`src/rtl/der_ecdsa_signature_length_check_macros.svh`:
```
// Assertion macros for the signature length checker.
// Each macro expects signals named clk and rst_n in the calling scope.
`ifndef DER_ECDSA_SIGNATURE_LENGTH_CHECK_MACROS_SVH
`define DER_ECDSA_SIGNATURE_LENGTH_CHECK_MACROS_SVH

// The consequent must hold in the same cycle as the antecedent.
`define DSL_ASSERT_NOW(lbl, ante, cons) \
    lbl: assert property (@(posedge clk) disable iff (!rst_n) (ante) |-> (cons)) \
        else $error("dsl assertion failed");

// The consequent must hold in the cycle after the antecedent.
`define DSL_ASSERT_NEXT(lbl, ante, cons) \
    lbl: assert property (@(posedge clk) disable iff (!rst_n) (ante) |=> (cons)) \
        else $error("dsl assertion failed");

`endif

```
`src/rtl/dsl_pkg.sv`:
```
`default_nettype none

package dsl_pkg;

    // One byte of the encoded signature, as held in the input register.
    typedef struct packed {
        logic       start_req;
        logic [7:0] data_byte;
    } dsl_item_t;

    // One verdict, as handed from the parser to the result register.
    typedef struct packed {
        logic       accepted;
        logic [8:0] signature_length;
    } dsl_result_t;

endpackage

`default_nettype wire

```
`src/rtl/dsl_in_stage.sv`:
```
`default_nettype none

// Input register: holds one byte until the parser takes it.
module dsl_in_stage
(
    input  wire logic              clk,
    input  wire logic              rst_n,
    input  wire logic              in_valid,
    output logic                   in_ready,
    input  wire dsl_pkg::dsl_item_t in_item,
    output logic                   item_valid,
    output dsl_pkg::dsl_item_t     item,
    input  wire logic              item_take
);

    logic               valid_reg;
    logic               valid_next;
    dsl_pkg::dsl_item_t item_reg;

    assign in_ready   = !valid_reg || item_take;
    assign item_valid = valid_reg;
    assign item       = item_reg;

    always_comb
    begin
        valid_next = valid_reg;
        if (in_valid && in_ready)
        begin
            valid_next = 1'b1;
        end
        else if (item_take)
        begin
            valid_next = 1'b0;
        end
    end

    always_ff @(posedge clk or negedge rst_n)
    begin
        if (!rst_n)
        begin
            valid_reg <= 1'b0;
        end
        else
        begin
            valid_reg <= valid_next;
        end
    end

    always_ff @(posedge clk)
    begin
        if (in_valid && in_ready)
        begin
            item_reg <= in_item;
        end
    end

endmodule

`default_nettype wire

```
`src/rtl/dsl_parser.sv`:
```
`default_nettype none

// Parse state machine: one byte per cycle while the result register can take a verdict, at most one verdict per byte.
module dsl_parser
(
    input  wire logic               clk,
    input  wire logic               rst_n,
    input  wire logic [7:0]         max_size,
    input  wire logic               item_valid,
    input  wire dsl_pkg::dsl_item_t item,
    output logic                    item_take,
    input  wire logic               res_ready,
    output logic                    res_valid,
    output dsl_pkg::dsl_result_t    res
);

    localparam logic [2:0] PH_IDLE  = 3'd0;
    localparam logic [2:0] PH_LEN   = 3'd1;
    localparam logic [2:0] PH_RTAG  = 3'd2;
    localparam logic [2:0] PH_RLEN  = 3'd3;
    localparam logic [2:0] PH_RBODY = 3'd4;
    localparam logic [2:0] PH_STAG  = 3'd5;
    localparam logic [2:0] PH_SLEN  = 3'd6;
    localparam logic [2:0] PH_SBODY = 3'd7;

    localparam logic [7:0] TAG_SEQUENCE = 8'h30;
    localparam logic [7:0] TAG_INTEGER  = 8'h02;
    localparam logic [7:0] MIN_BODY     = 8'd64;
    localparam logic [7:0] COORD_BYTES  = 8'd32;

    logic [2:0] phase_reg, phase_next;
    logic [7:0] count_reg, count_next;
    logic [8:0] total_reg, total_next;
    logic [7:0] rlen_reg,  rlen_next;
    logic [7:0] slen_reg,  slen_next;

    logic       verdict;
    logic       ok;
    logic [7:0] b;
    logic [7:0] count_inc;
    logic [9:0] sum_rs;

    assign b         = item.data_byte;
    assign item_take = item_valid && res_ready;
    assign count_inc = count_reg + 8'd1;
    // Six header bytes plus both integers, against the declared whole length.
    assign sum_rs    = {2'b00, b} + {2'b00, rlen_reg} + 10'd6;

    always_comb
    begin
        phase_next = phase_reg;
        count_next = count_reg;
        total_next = total_reg;
        rlen_next  = rlen_reg;
        slen_next  = slen_reg;
        verdict    = 1'b0;
        ok         = 1'b0;

        if (item.start_req)
        begin
            count_next = '0;
            total_next = '0;
            rlen_next  = '0;
            slen_next  = '0;
            if (max_size == 8'd0 || b != TAG_SEQUENCE)
            begin
                verdict = 1'b1;
            end
            else
            begin
                phase_next = PH_LEN;
            end
        end
        else
        begin
            unique case (phase_reg)
                PH_IDLE:
                begin
                    phase_next = PH_IDLE;
                end
                PH_LEN:
                begin
                    // A max_size of one wraps to no upper bound.
                    if (max_size == 8'd0 || b < MIN_BODY ||
                        (max_size != 8'd1 && ({1'b0, b} + 9'd2) > {1'b0, max_size}))
                    begin
                        verdict = 1'b1;
                    end
                    else
                    begin
                        total_next = {1'b0, b} + 9'd2;
                        phase_next = PH_RTAG;
                    end
                end
                PH_RTAG:
                begin
                    if (b != TAG_INTEGER)
                    begin
                        verdict = 1'b1;
                    end
                    else
                    begin
                        phase_next = PH_RLEN;
                    end
                end
                PH_RLEN:
                begin
                    rlen_next = b;
                    if (({1'b0, b} + 9'd4) > total_reg)
                    begin
                        verdict = 1'b1;
                    end
                    else
                    begin
                        count_next = '0;
                        phase_next = (b == 8'd0) ? PH_STAG : PH_RBODY;
                    end
                end
                PH_RBODY:
                begin
                    // Only the padding bytes beyond the 32-byte coordinate are checked.
                    if (rlen_reg > COORD_BYTES && count_reg < (rlen_reg - COORD_BYTES) &&
                        b != 8'd0)
                    begin
                        verdict = 1'b1;
                    end
                    else
                    begin
                        count_next = count_inc;
                        if (count_inc >= rlen_reg)
                        begin
                            phase_next = PH_STAG;
                        end
                    end
                end
                PH_STAG:
                begin
                    if (b != TAG_INTEGER)
                    begin
                        verdict = 1'b1;
                    end
                    else
                    begin
                        phase_next = PH_SLEN;
                    end
                end
                PH_SLEN:
                begin
                    slen_next = b;
                    if (sum_rs > {1'b0, total_reg})
                    begin
                        verdict = 1'b1;
                    end
                    else if (b <= COORD_BYTES)
                    begin
                        verdict = 1'b1;
                        ok      = 1'b1;
                    end
                    else
                    begin
                        count_next = '0;
                        phase_next = PH_SBODY;
                    end
                end
                PH_SBODY:
                begin
                    if (b != 8'd0)
                    begin
                        verdict = 1'b1;
                    end
                    else
                    begin
                        count_next = count_inc;
                        if (count_inc >= (slen_reg - COORD_BYTES))
                        begin
                            verdict = 1'b1;
                            ok      = 1'b1;
                        end
                    end
                end
                default:
                begin
                    phase_next = PH_IDLE;
                end
            endcase
        end

        if (verdict)
        begin
            phase_next = PH_IDLE;
        end
    end

    assign res_valid = item_take && verdict;

    always_comb
    begin
        res.accepted         = ok;
        res.signature_length = '0;
        if (ok)
        begin
            res.signature_length = 9'd6 + {1'b0, rlen_reg} + {1'b0, slen_next};
        end
    end

    always_ff @(posedge clk or negedge rst_n)
    begin
        if (!rst_n)
        begin
            phase_reg <= PH_IDLE;
            count_reg <= '0;
            total_reg <= '0;
            rlen_reg  <= '0;
            slen_reg  <= '0;
        end
        else if (item_take)
        begin
            phase_reg <= phase_next;
            count_reg <= count_next;
            total_reg <= total_next;
            rlen_reg  <= rlen_next;
            slen_reg  <= slen_next;
        end
    end

endmodule

`default_nettype wire

```
`src/rtl/dsl_out_stage.sv`:
```
`default_nettype none

// Result register: holds a verdict until the downstream side takes it.
module dsl_out_stage
(
    input  wire logic                clk,
    input  wire logic                rst_n,
    input  wire logic                res_valid,
    output logic                     res_ready,
    input  wire dsl_pkg::dsl_result_t res,
    output logic                     out_valid,
    input  wire logic                out_ready,
    output dsl_pkg::dsl_result_t     out_res
);

    logic                 valid_reg;
    logic                 valid_next;
    dsl_pkg::dsl_result_t res_reg;

    assign res_ready = !valid_reg || out_ready;
    assign out_valid = valid_reg;
    assign out_res   = res_reg;

    always_comb
    begin
        valid_next = valid_reg;
        if (res_valid && res_ready)
        begin
            valid_next = 1'b1;
        end
        else if (out_ready)
        begin
            valid_next = 1'b0;
        end
    end

    always_ff @(posedge clk or negedge rst_n)
    begin
        if (!rst_n)
        begin
            valid_reg <= 1'b0;
        end
        else
        begin
            valid_reg <= valid_next;
        end
    end

    always_ff @(posedge clk)
    begin
        if (res_valid && res_ready)
        begin
            res_reg <= res;
        end
    end

endmodule

`default_nettype wire

```
`src/rtl/der_ecdsa_signature_length_check.sv`:
```
// Channel   | Dir | tdata                        | tuser        | Notes
// s_axis    | in  | [7:0] data_byte              | start_req    | one byte per request
// m_axis    | out | [8:0] signature_length, pad  | accepted     | at most one per signature
// max_size  | in  | max_size_wr_data[7:0]        | -            | write when max_size_wr_en
//
// A byte is taken every cycle while s_tready is high. It is held in the input register, and its
// verdict, if it causes one, passes from there into the result register, from which the master
// side can take it.
// Reset is asynchronous and active low; it returns the parser to idle and max_size to 128.
// A stalled master side stops the parser only while the result register is full;
// the input register then holds one byte and s_tready drops.
`default_nettype none

`include "der_ecdsa_signature_length_check_macros.svh"

module der_ecdsa_signature_length_check
(
    input  wire logic        clk,
    input  wire logic        rst_n,
    // Byte stream in.
    input  wire logic        s_tvalid,
    output logic             s_tready,
    input  wire logic [7:0]  s_tdata,          // [7:0] data_byte
    input  wire logic        s_tuser,          // [0] start_req
    // Verdict out.
    output logic             m_tvalid,
    input  wire logic        m_tready,
    output logic [15:0]      m_tdata,          // [8:0] signature_length, [15:9] zero
    output logic             m_tuser,          // [0] accepted
    // Configuration register.
    input  wire logic        max_size_wr_en,
    input  wire logic [7:0]  max_size_wr_data
);

    // The largest whole signature allowed; the user must write it only while the block is idle (not enforced here).
    logic [7:0] max_size_reg;

    dsl_pkg::dsl_item_t   in_item;
    dsl_pkg::dsl_item_t   item;
    logic                 item_valid;
    logic                 item_take;
    logic                 res_valid;
    logic                 res_ready;
    dsl_pkg::dsl_result_t res;
    dsl_pkg::dsl_result_t out_res;

    always_ff @(posedge clk or negedge rst_n)
    begin
        if (!rst_n)
        begin
            max_size_reg <= 8'd128;
        end
        else if (max_size_wr_en)
        begin
            max_size_reg <= max_size_wr_data;
        end
    end

    assign in_item.data_byte = s_tdata;
    assign in_item.start_req = s_tuser;

    dsl_in_stage u_in_stage
    (
        .clk        (clk),
        .rst_n      (rst_n),
        .in_valid   (s_tvalid),
        .in_ready   (s_tready),
        .in_item    (in_item),
        .item_valid (item_valid),
        .item       (item),
        .item_take  (item_take)
    );

    // The parser advances on a byte only when a verdict could be stored, so no
    // verdict is ever dropped by a full result register.
    dsl_parser u_parser
    (
        .clk        (clk),
        .rst_n      (rst_n),
        .max_size   (max_size_reg),
        .item_valid (item_valid),
        .item       (item),
        .item_take  (item_take),
        .res_ready  (res_ready),
        .res_valid  (res_valid),
        .res        (res)
    );

    dsl_out_stage u_out_stage
    (
        .clk       (clk),
        .rst_n     (rst_n),
        .res_valid (res_valid),
        .res_ready (res_ready),
        .res       (res),
        .out_valid (m_tvalid),
        .out_ready (m_tready),
        .out_res   (out_res)
    );

    assign m_tdata = {7'd0, out_res.signature_length};
    assign m_tuser = out_res.accepted;

    // A rejected signature never reports a length.
    `DSL_ASSERT_NOW(a_reject_zero_len, m_tvalid && !m_tuser, m_tdata[8:0] == 9'd0)
    // An accepted length never exceeds the whole-signature limit of 257 bytes.
    `DSL_ASSERT_NOW(a_accept_len_range, m_tvalid && m_tuser, m_tdata[8:0] <= 9'd257)
    // A verdict is only produced when the result register can take it.
    `DSL_ASSERT_NOW(a_no_overwrite, res_valid, res_ready && item_take)
    // A stored verdict appears on the master side in the next cycle.
    `DSL_ASSERT_NEXT(a_verdict_shows, res_valid, m_tvalid)

endmodule

`default_nettype wire
```
`config.mk`:
```
export PLATFORM = sky130hd
export DESIGN_NAME = der_ecdsa_signature_length_check
export DESIGN_NICKNAME = d
export VERILOG_FILES = /design/src/rtl/dsl_pkg.sv /design/src/rtl/dsl_in_stage.sv /design/src/rtl/dsl_parser.sv /design/src/rtl/dsl_out_stage.sv /design/src/rtl/der_ecdsa_signature_length_check.sv
export VERILOG_INCLUDE_DIRS = /design/src /design/src/rtl
export SDC_FILE = /design/constraint.sdc
export NUM_CORES = 1
export LEC_CHECK = 0
export ABC_CLOCK_PERIOD_IN_PS = 5500
export BUFFER_PORTS_ARGS = -buffer_cell sky130_fd_sc_hd__buf_2
export CAP_MARGIN = 20
export CORE_ASPECT_RATIO = 1.75
export CORE_MARGIN = 2
export CORE_UTILIZATION = 30
export CTS_BUF_LIST = sky130_fd_sc_hd__clkbuf_8 sky130_fd_sc_hd__clkbuf_16
export CTS_CLUSTER_SIZE = 12
export DETAILED_ROUTE_END_ITERATION = 6
export PLACE_DENSITY_LB_ADDON = 0.1
export SETUP_SLACK_MARGIN = 0.5
export SLEW_MARGIN = 30
export SYNTH_ARGS = -nofsm -noshare
export SYNTH_HDL_FRONTEND = slang
export SYNTH_SLANG_ARGS = --single-unit
```
`constraint.sdc`:
```
create_clock -name clk -period 5.5 [get_ports clk]
set_input_delay 0.825 -clock clk [delete_from_list [all_inputs] [get_ports clk]]
set_output_delay 0.825 -clock clk [all_outputs]
set_load 0.01 [all_outputs]
```
==> results of run 1 <==
worst paths after layout:
path | from | to | slack, ns | depth (start not counted)
worst max-delay path | u_parser.rlen_reg[0]$_DFFE_PN0P_ | u_parser.count_reg[7]$_DFFE_PN0P_ | 0.95 | 15
worst min-delay path | u_parser.total_reg[1]$_DFFE_PN0P_ | u_parser.total_reg[1]$_DFFE_PN0P_ | 0.50 | 1
worst max register to register | u_parser.rlen_reg[0]$_DFFE_PN0P_ | u_parser.count_reg[7]$_DFFE_PN0P_ | 0.95 | 15
worst min register to register | u_parser.total_reg[1]$_DFFE_PN0P_ | u_parser.total_reg[1]$_DFFE_PN0P_ | 0.50 | 1
max in group asynchronous | rst_n | u_parser.slen_reg[4]$_DFFE_PN0P_ | 4.48 | 2
min in group asynchronous | rst_n | max_size_reg[5]$_DFFE_PN0P_ | 0.59 | 2
what timing repair did:
item                       4_1_cts  5_1_grt
gates resized for setup          0        1
hold buffers                     0        0
setup endpoints to repair        0       11
buffers inserted                 0        2
kinds of logic after synthesis:
group	count (synthesis)
flip-flops	65
adder cells (fa/ha/maj)	83
AND/OR/NAND/NOR	212
buffers and inverters	77
AO/OA/AOI/OAI	146
multiplexers	10
XOR/XNOR	29
other	1
worst max-delay path, stage by stage (launching register included):
cell	delay, ns
dfrtp_1	0.49
ha_1	0.29
fa_1	0.45
a211oi_4	0.31
nor2_1	0.12
o31ai_1	0.22
a21oi_1	0.25
xor2_1	0.24
ha_1	0.32
nand4_1	0.09
nor2_1	0.04
a41oi_1	0.50
a31oi_1	0.20
a211oi_2	0.48
or2_1	0.30
o21ai_1	0.11
power groups by stage:
stage	clock network, mW	registers (mW)	logic, mW
2_1_floorplan	0	0.673	1.15
6_report	0.636	0.722	1.50
5_1_grt	0.675	0.732	1.69
3_3_place_gp	0	0.734	1.48
3_5_place_dp	0	0.733	1.50
4_1_cts	0.658	0.724	1.51
layout make-up:
cell class                      count  area, µm²  share of cell area
Multi-Input combinational cell    487       3480              0.5583
Inverter                           51      191.4             0.03072
Clock inverter                      7      95.09             0.01526
Timing Repair Buffer               41      225.2             0.03614
Clock buffer                        9      225.2             0.03614
Sequential cell                    65       1723              0.2765
Tap cell                          234      292.8             0.04698
cells in the final DEF, fill, tap and decap left out, drive strengths merged, types with 3 or more instances in the layout:
cell / instances
a211o: 4
a211oi: 7
a21o: 14
a21oi: 29
and2: 3
and4: 3
buf: 41
clkbuf: 9
clkinvlp: 3
conb: 7
dfrtp: 45
edfxtp: 19
ha: 81
inv: 51
mux2: 3
mux2i: 7
nand2: 74
nand2b: 17
nand3: 22
nand4: 5
nor2: 53
nor2b: 4
nor3: 7
nor3b: 3
nor4: 5
o2111ai: 3
o211ai: 4
o21ai: 55
o31ai: 5
o41ai: 3
or4: 3
xnor2: 17
xor2: 12
synth_stat cells, types with 4 or more instances:
| master | count | share of area |
|---|---|---|
| o211ai_1 | 4 | 0.0055 |
| o21ai_1 | 10 | 0.0091 |
| nand2b_1 | 17 | 0.019 |
| xor2_1 | 12 | 0.019 |
| mux2i_1 | 7 | 0.013 |
| buf_4 | 8 | 0.011 |
| inv_1 | 51 | 0.035 |
| nand2_1 | 73 | 0.050 |
| nor2b_1 | 4 | 0.0046 |
| a21o_1 | 14 | 0.019 |
| ha_1 | 81 | 0.18 |
| nand4_1 | 5 | 0.0057 |
| xnor2_1 | 17 | 0.027 |
| nor2_1 | 50 | 0.034 |
| nor3_1 | 7 | 0.0064 |
| o31ai_1 | 5 | 0.0068 |
| clkbuf_1 | 14 | 0.0096 |
| dfrtp_1 | 45 | 0.20 |
| edfxtp_1 | 19 | 0.10 |
| o21ai_0 | 44 | 0.040 |
| nand3_1 | 22 | 0.020 |
| a211o_1 | 4 | 0.0064 |
| a21oi_1 | 28 | 0.025 |
per-stage QoR:
| step | worst slack, ns | total power [mW] |
|---|---|---|
| final | 0.9485 | 2.859 |
| after global routing | 0.6614 | 3.099 |
| after CTS | 0.8028 | 2.893 |
| after detailed placement | 0.8200 | 2.233 |
| after global placement | 0.9364 | 2.218 |
| after floorplan | 1.551 | 1.819 |
per-layer routing:
metal | share of wire | track usage | wire (µm)
met2 | 0.56 | 0.3467 | 9207
met5 | 0 | 0 | 0
met3 | 0.027 | 0.02594 | 448
met4 | 0.049 | 0.09842 | 802
met1 | 0.36 | 0.1753 | 5997
==> results.yml, run 1 <==
sta:
  clock_skew_ns: 0.01055
  setup_viol: 0
  drv_slew: 0
  finalSetupTns_ns: 0
  relSlewSlack: 0.5004
  clock.fmax_mhz: 219.7
  worst_slew_pin_slew_ns: 0.7467
  worst_hold_slack_ns: 0.5046
  period_share: 0.8276
  hold_viol: 0
  fin_crit_ns: 4.552
  rsz0062_at_grt: "false"
placement:
  place_area_um2: 5896
  place_congestion: 0.9235
  hpwl_mm: 13.14
  numPlacedInstances: 876
  portBuffers: 33
routing:
  wirelength_mm: 16.46
  viasPerCell: 5.196
  drtIter0Drc: 175
  antenna_left: 0
  drt-pass1-iter-count: 5
  vias: 4645
  drcViolationCount: 0
  wl_per_cell_um: 18.41
floorplanning:
  rows: 65
  die_w_um: 106.3
  die_h_um: 183.1
  initial_core_util: 0.3059
  io_pins: 41
  core-area_um2: 17970
  die_area_um2: 19470
cells_and_area:
  instances_no_fill: 894
  drive_gt1_frac: 0.1242
  area_growth_pct: 13.36
  fillers: 1896
  n_antenna_cell: 0
  nNetsFinal: 760
  fin_area_um2: 6232
  largest_reg_flops: 10
  utilization: 0.3467
clock_tree:
  htree_levels: 3
  clock_sink_count: 65
  clk_latency_ns: 0.34
  clkTransAtPathRegs_ns: 0.06
  tritoncts: "built"
  ctsLongestPathBuffers: 2
  cts-buffers-inserted: 9
  root_buffer: "clkbuf_16"
setup_path:
  startpoint_type: "flop"
  criticalPathCategory: "flop to flop"
  cp_max_fo: 7
  crit_path_end_kind: "flop"
  cp.required_ns: 5.72
  arrival_ns: 4.77
global_route:
  grt_use_total: 0.1780
  grt-ovfl-total: 0
  grt_max_degree: 47
  grt_pass1_wl_mm: 26.10
  antenna_found_initial: 0
  grt_pass1_vias: 4781
yosys:
  ys.flop_type: "dfrtp_1"
  synth_xor_area_frac: 0.04620
  synth_fa_ha_area_frac: 0.1916
  synth_compound_area_frac: 0.1782
  synth_cell_types: 74
  synthCells: 623
  ys_warn_count: 0
  synth_top_family_by_area: "simple AND/OR/NAND/NOR gates"
  syn_area_um2: 5498
  ys_seq_elements: 65
  syn_area_per_cell_um2: 8.825
  ys_seq_area_frac: 0.3134
  yosys.area_share.simple: 0.1923
  synth_edf_count: 19
  synth_mux_area_frac: 0.01889
  async_flop_share: 0.7077
run_status:
  status: "finished clean"
power:
  p_sw_mw: 1.247
  ir_drop_v: 0.0001838
  leakagePower_nw: 2.906
  p_sw_frac: 0.4361
  clkPwrFrac: 0.222
  pwr-share-seq: 0.252
  powerDensity_nw_per_um2: 458.8
  power_frac_comb: 0.525
  p_int_mw: 1.612
flow_run:
  cap_violations: 0
hold_path:
  hold_path.class: "flop to flop"
(Power assumes the default switching activity.)
==> run 2, diff against run 1 <==
Settings changed: ABC_CLOCK_PERIOD_IN_PS 5500 to 4700.
Clock period 5.5 ns to 4.7 ns, I/O delays scaled along.
==> run 2 against run 1 <==
  * Register-to-register slack worse by 0.32 ns
  * Critical path depth unchanged
  * Largest cell class unchanged
  * Critical endpoint is now u_parser.count_reg[2]$_DFFE_PN0P_
  * Non-clock buffer count up 10
  * Cell count up 1.1%
  * Critical path type unchanged
==> results.yml, run 2 (synthesis results as in run 1) <==
run_status:
  status: "finished clean"
global_route:
  antenna_found_initial: 0
  grt_pass1_vias: 4769
  grt_max_degree: 47
  grt_use_total: 0.1846
  grt-ovfl-total: 0
  grt_pass1_wl_mm: 26.59
routing:
  drtIter0Drc: 213
  drcViolationCount: 0
  met1_length_mm: 6.100
  drt-pass1-iter-count: 5
  wl_met2_mm: 9.685
  wirelength_mm: 17.16
  top_layer_used: "met4"
  wl_per_cell_um: 18.99
  dr_wl_met3_um: 327
  antenna_left: 0
  viasPerCell: 5.170
  vias: 4674
clock_tree:
  clkTransAtPathRegs_ns: 0.06
  ctsHoldBuffers: 0
  ctsLongestPathBuffers: 2
  root_buffer: "clkbuf_16"
  clk_latency_ns: 0.35
  tritoncts: "built"
  clock_sink_count: 65
  cts-buffers-inserted: 9
  htree_levels: 3
sta:
  rsz0062_at_grt: "true"
  worst_slew_pin_slew_ns: 0.7990
  setup_viol: 0
  drv_slew: 0
  finalSetupTns_ns: 0
  clock_skew_ns: 0.009555
  fin_crit_ns: 4.067
  relSlewSlack: 0.4673
  period_share: 0.8653
  clock.fmax_mhz: 245.9
  hold_viol: 0
floorplanning:
  core-area_um2: 17970
  die_h_um: 183.1
  rows: 65
  initial_core_util: 0.3059
  die_w_um: 106.3
  io_pins: 41
  die_area_um2: 19470
setup_path:
  arrival_ns: 4.29
  cp_common_cell: "ha_1"
  worstPathCellList: "ha_4 > fa_2 > inv_1 > ha_1 > o21bai_2 > nor4_4 > nand3_1 > xnor2_1 > ha_1 > a211oi_2 > o21ai_2 > a31oi_4 > a211oi_4 > or2_4 > a211o_1"
  path_buf_inv: 1
  criticalPathCategory: "flop to flop"
  r2r_cells: 15
  cpPeakStageDelay_ns: 0.52
  r2r_setup_slack_ns: 0.63
  slowest_stage: "fa_2"
  startpoint_type: "flop"
  crit_path_end_kind: "flop"
  crit_family: "adder cells"
  r2r_end: "u_parser.count_reg[2]$_DFFE_PN0P_"
  cp_max_fo: 7
  r2r_start: "u_in_stage.item[0]$_DFFE_PP_"
  cp.required_ns: 4.93
placement:
  place_congestion: 0.9991
  portBuffers: 33
  hpwl_mm: 13.81
  place_area_um2: 5948
power:
  powerDensity_nw_per_um2: 564.4
  leakagePower_nw: 2.975
  ir_drop_v: 0.0002619
cells_and_area:
  n_antenna_cell: 0
  final_common_cell: "ha_1"
  largest_reg_flops: 10
  fin_area_um2: 6466
  final_cell_mix: "ha_1 (79), nand2_1 (72), inv_1 (52)"
  drive_gt1_frac: 0.1627
  nNetsFinal: 770
  utilization: 0.3598
  area_growth_pct: 17.61
flow_run:
  cap_violations: 0
hold_path:
  hold_path.class: "primary input to async pin"
-- run 2: cell types whose count changed in the layout (fill, tap and decap cells not counted), moves of 2 or more --
cell	delta
a211oi_1	-2
o21ai_0	-2
buf_4	+10
ha_1	-2
a211oi_4	+2
-- run 2: timing repair --
action,4_1_cts,5_1_grt
pin swaps,1,15
setup buffers,1,4
resized for setup,7,25
setup endpoints to repair,29,31
-- run 2: cell type report --
cell class	instances	area, µm²
inverter	51	191.4
fill	1854	11510
multi-input combinational	487	3646
clock inverter	7	86.33
sequential	65	1724
tap	234	292.8
clock buffer	9	225.2
timing repair buffer	51	300.3
-- run 2: report_power, final --
group | internal, mW | total, mW | switching, mW
clock network | 0.459 | 0.735 | 0.276
logic | 0.856 | 2.10 | 1.24
registers | 0.703 | 0.816 | 0.113
total | 2.02 | 3.65 | 1.63
-- run 2: how the worst max path moves through the flow --
stage                     slack, ns  cells past startpoint                             start                              endpoint
after global routing           0.47                     16      u_in_stage.item[0]$_DFFE_PP_     u_parser.phase_reg[0]$_DFFE_PN0P_
after CTS                      0.49                     16  u_parser.rlen_reg[0]$_DFFE_PN0P_     u_parser.count_reg[5]$_DFFE_PN0P_
after detailed placement       0.25                     15      u_in_stage.item[0]$_DFFE_PP_  u_out_stage.out_res[7]$_SDFFCE_PN0P_
after global placement         0.35                     15      u_in_stage.item[0]$_DFFE_PP_     u_parser.count_reg[2]$_DFFE_PN0P_
after floorplan                0.75                     15      u_in_stage.item[0]$_DFFE_PP_     u_parser.phase_reg[0]$_DFFE_PN0P_
final                          0.63                     15      u_in_stage.item[0]$_DFFE_PP_     u_parser.count_reg[2]$_DFFE_PN0P_
-- run 2: metrics by stage --
| stage | power [mW] | worst slack, ns | cells | hold WS (ns) |
|---|---|---|---|---|
| floorplan | 2.129 | 0.7506 | 629 | 0.4094 |
| global placement | 2.617 | 0.3487 | 883 | 0.4944 |
| detailed placement | 2.651 | 0.2535 | 883 | 0.5035 |
| CTS | 3.441 | 0.4925 | 900 | 0.5065 |
| global route | 3.922 | 0.4686 | 904 | 0.5270 |
| finish | 3.649 | 0.6332 | 904 | 0.4729 |
-- run 2: worst register-to-register path, cell delays in order (launching register included) --
cell	delay [ns]
edfxtp_1	0.43
ha_4	0.21
fa_2	0.52
inv_1	0.07
ha_1	0.21
o21bai_2	0.21
nor4_4	0.28
nand3_1	0.13
xnor2_1	0.17
ha_1	0.35
a211oi_2	0.22
o21ai_2	0.15
a31oi_4	0.30
a211oi_4	0.12
or2_4	0.28
a211o_1	0.29
-- run 2: routing by layer --
metal,up-vias,track usage
met2,78,0.3613
met5,-,0
met3,45,0.02203
met4,0,0.1153
li1,2280,-
met1,2271,0.1778
==> run 3, diff against run 2 <==
--- a/config.mk
+++ b/config.mk
@@ -17,3 +17,2 @@
 export DETAILED_ROUTE_END_ITERATION = 6
-export PLACE_DENSITY_LB_ADDON = 0.1
 export SETUP_SLACK_MARGIN = 0.5
==> constraint.sdc (replaced) <==
create_clock -name clk -period 4.7 [get_ports clk]
set_input_delay 0.235 -clock clk [delete_from_list [all_inputs] [get_ports clk]]
set_output_delay 0.235 -clock clk [all_outputs]
set_load 0.01 [all_outputs]
==> run 3 against run 2 <==
  * Via count is 0.83% higher
  * Critical path type unchanged
  * Final area is 1.9% lower
  * First-iteration DRC count is 38% higher
  * Clock power is 19% lower
  * Wire length is 8.9% lower
  * Cell count stayed put
  * Worst setup slack worse by 0.035 ns
  * Highest routed layer unchanged
  * The run now ends with negative hold slack left
  * Utilization is 0.67 points lower
==> results.yml, run 3 (synthesis results as in run 1) <==
run_status:
  status: "finished, violations left"
  violations: "negative hold slack"
setup_path:
  crit_family: "compound AO/OA/AOI/OAI gates"
  r2r_setup_slack_ns: 0.60
  arrival_ns: 4.39
  cp-startpoint: "u_in_stage.item[0]$_DFFE_PP_"
  worstPathCellList: "ha_4 > fa_2 > inv_1 > ha_2 > o21bai_2 > nor4_4 > nand3_1 > xnor2_1 > ha_1 > a211oi_2 > o21ai_2 > a221oi_1 > o2111ai_2 > o31ai_1 > a21o_1"
  r2r_start: "u_in_stage.item[0]$_DFFE_PP_"
  cp_num_cells: 15
  r2r_end: "u_parser.count_reg[5]$_DFFE_PN0P_"
  slowest_stage: "fa_2"
  startpoint_type: "flop"
  cp_max_fo: 4
  path_buf_inv: 1
  crit_end: "u_parser.count_reg[5]$_DFFE_PN0P_"
  crit_path_end_kind: "flop"
  criticalPathCategory: "flop to flop"
  r2r_cells: 15
  cp.required_ns: 4.99
  cpPeakStageDelay_ns: 0.51
floorplanning:
  core-area_um2: 17970
  initial_core_util: 0.3059
  rows: 65
  die_area_um2: 19470
  die_w_um: 106.3
  die_h_um: 183.1
  io_pins: 41
power:
  ir_drop_v: 0.0002207
  leakagePower_nw: 2.965
  powerDensity_nw_per_um2: 529.4
clock_tree:
  root_buffer: "clkbuf_16"
  ctsHoldBuffers: 0
  clk_latency_ns: 0.34
  clock_sink_count: 65
  htree_levels: 3
  tritoncts: "built"
  clkTransAtPathRegs_ns: 0.06
  cts-buffers-inserted: 9
  ctsLongestPathBuffers: 2
sta:
  finalSetupTns_ns: 0
  clock.fmax_mhz: 243.8
  setup_viol: 0
  rsz0062_at_grt: "true"
  period_share: 0.8727
  clock_skew_ns: 0.008877
  fin_crit_ns: 4.102
  drv_slew: 0
  worst_hold_slack_ns: -0.001335
  relSlewSlack: 0.4844
  hold_viol: 1
  worst_slew_pin_slew_ns: 0.7734
routing:
  antenna_left: 0
  wirelength_mm: 15.63
  drcViolationCount: 0
  drt-pass1-iter-count: 5
  vias: 4713
  drtIter0Drc: 294
  viasPerCell: 5.213
  wl_per_cell_um: 17.29
cells_and_area:
  largest_reg_flops: 10
  nNetsFinal: 770
  area_growth_pct: 15.43
  final_cell_mix: "ha_1 (79), nand2_1 (72), inv_1 (54)"
  n_antenna_cell: 0
  final_common_cell: "ha_1"
  drive_gt1_frac: 0.1582
  fillers: 1839
  fin_area_um2: 6346
global_route:
  grt_max_degree: 47
  grt-ovfl-total: 0
  grt_pass1_vias: 4727
  antenna_found_initial: 0
  grt_pass1_wl_mm: 24.47
  grt_use_total: 0.1657
placement:
  place_area_um2: 5956
  place_congestion: 0.9420
  hpwl_mm: 12.40
  portBuffers: 33
flow_run:
  cap_violations: 0
hold_path:
  hold_path.class: "primary input to async pin"
-- run 3: power by group --
| part | leakage [nW] | total, mW | internal, mW | switching, mW |
|---|---|---|---|---|
| registers | 0.785 | 0.817 | 0.703 | 0.114 |
| logic | 2.04 | 1.95 | 0.808 | 1.14 |
| clock network | 0.143 | 0.596 | 0.347 | 0.249 |
| total | 2.97 | 3.36 | 1.86 | 1.50 |
-- run 3: area by class of cell --
class	instances	area, µm²	area share
multi-input combinational	487	3581	0.5643
sequential	65	1724	0.2717
timing repair buffer	51	300.3	0.04732
tap	234	292.8	0.04614
clock buffer	9	225.2	0.03549
inverter	51	191.4	0.03017
clock inverter	7	31.28	0.004929
-- run 3: per-layer routing --
metal | vias up | GRT usage | part of all wire
met5 | - | 0 | 0
li1 | 2275 | - | -
met1 | 2258 | 0.1487 | 0.33
met3 | 51 | 0.02061 | 0.028
met4 | 0 | 0.1232 | 0.070
met2 | 129 | 0.3269 | 0.57
-- run 3: what timing repair did --
action | 4_1_cts | 5_1_grt
endpoints found under the setup margin | 14 | 32
buffers inserted | 0 | 4
resized for setup | 2 | 20
pin swaps | 0 | 8
hold endpoints to repair | 0 | 0
-- run 3: per-stage QoR --
step,hold WS (ns),instances,utilization,power (mW),setup slack (ns)
floorplan,-0.06059,629,-,2.129,0.7506
global placement,0.3893,884,0.3312,2.594,0.4457
detailed placement,0.3949,884,0.3314,2.608,0.3153
CTS,0.02809,900,0.3457,3.227,0.5042
global route,0.04919,904,0.3531,3.639,0.3730
finish,-0.001335,904,0.3531,3.360,0.5983
-- run 3: worst min-delay path by stage --
stage               start                                 to  slack [ns]  cells past startpoint
CTS                 rst_n  u_parser.count_reg[7]$_DFFE_PN0P_        0.03                      2
finish              rst_n  u_in_stage.item_valid$_DFFE_PN0P_      -0.001                      2
global placement    rst_n  u_in_stage.item_valid$_DFFE_PN0P_        0.39                      2
global route        rst_n  u_in_stage.item_valid$_DFFE_PN0P_        0.05                      2
detailed placement  rst_n  u_in_stage.item_valid$_DFFE_PN0P_        0.39                      2
floorplan           rst_n        max_size_reg[0]$_DFFE_PN0P_       -0.06                      0
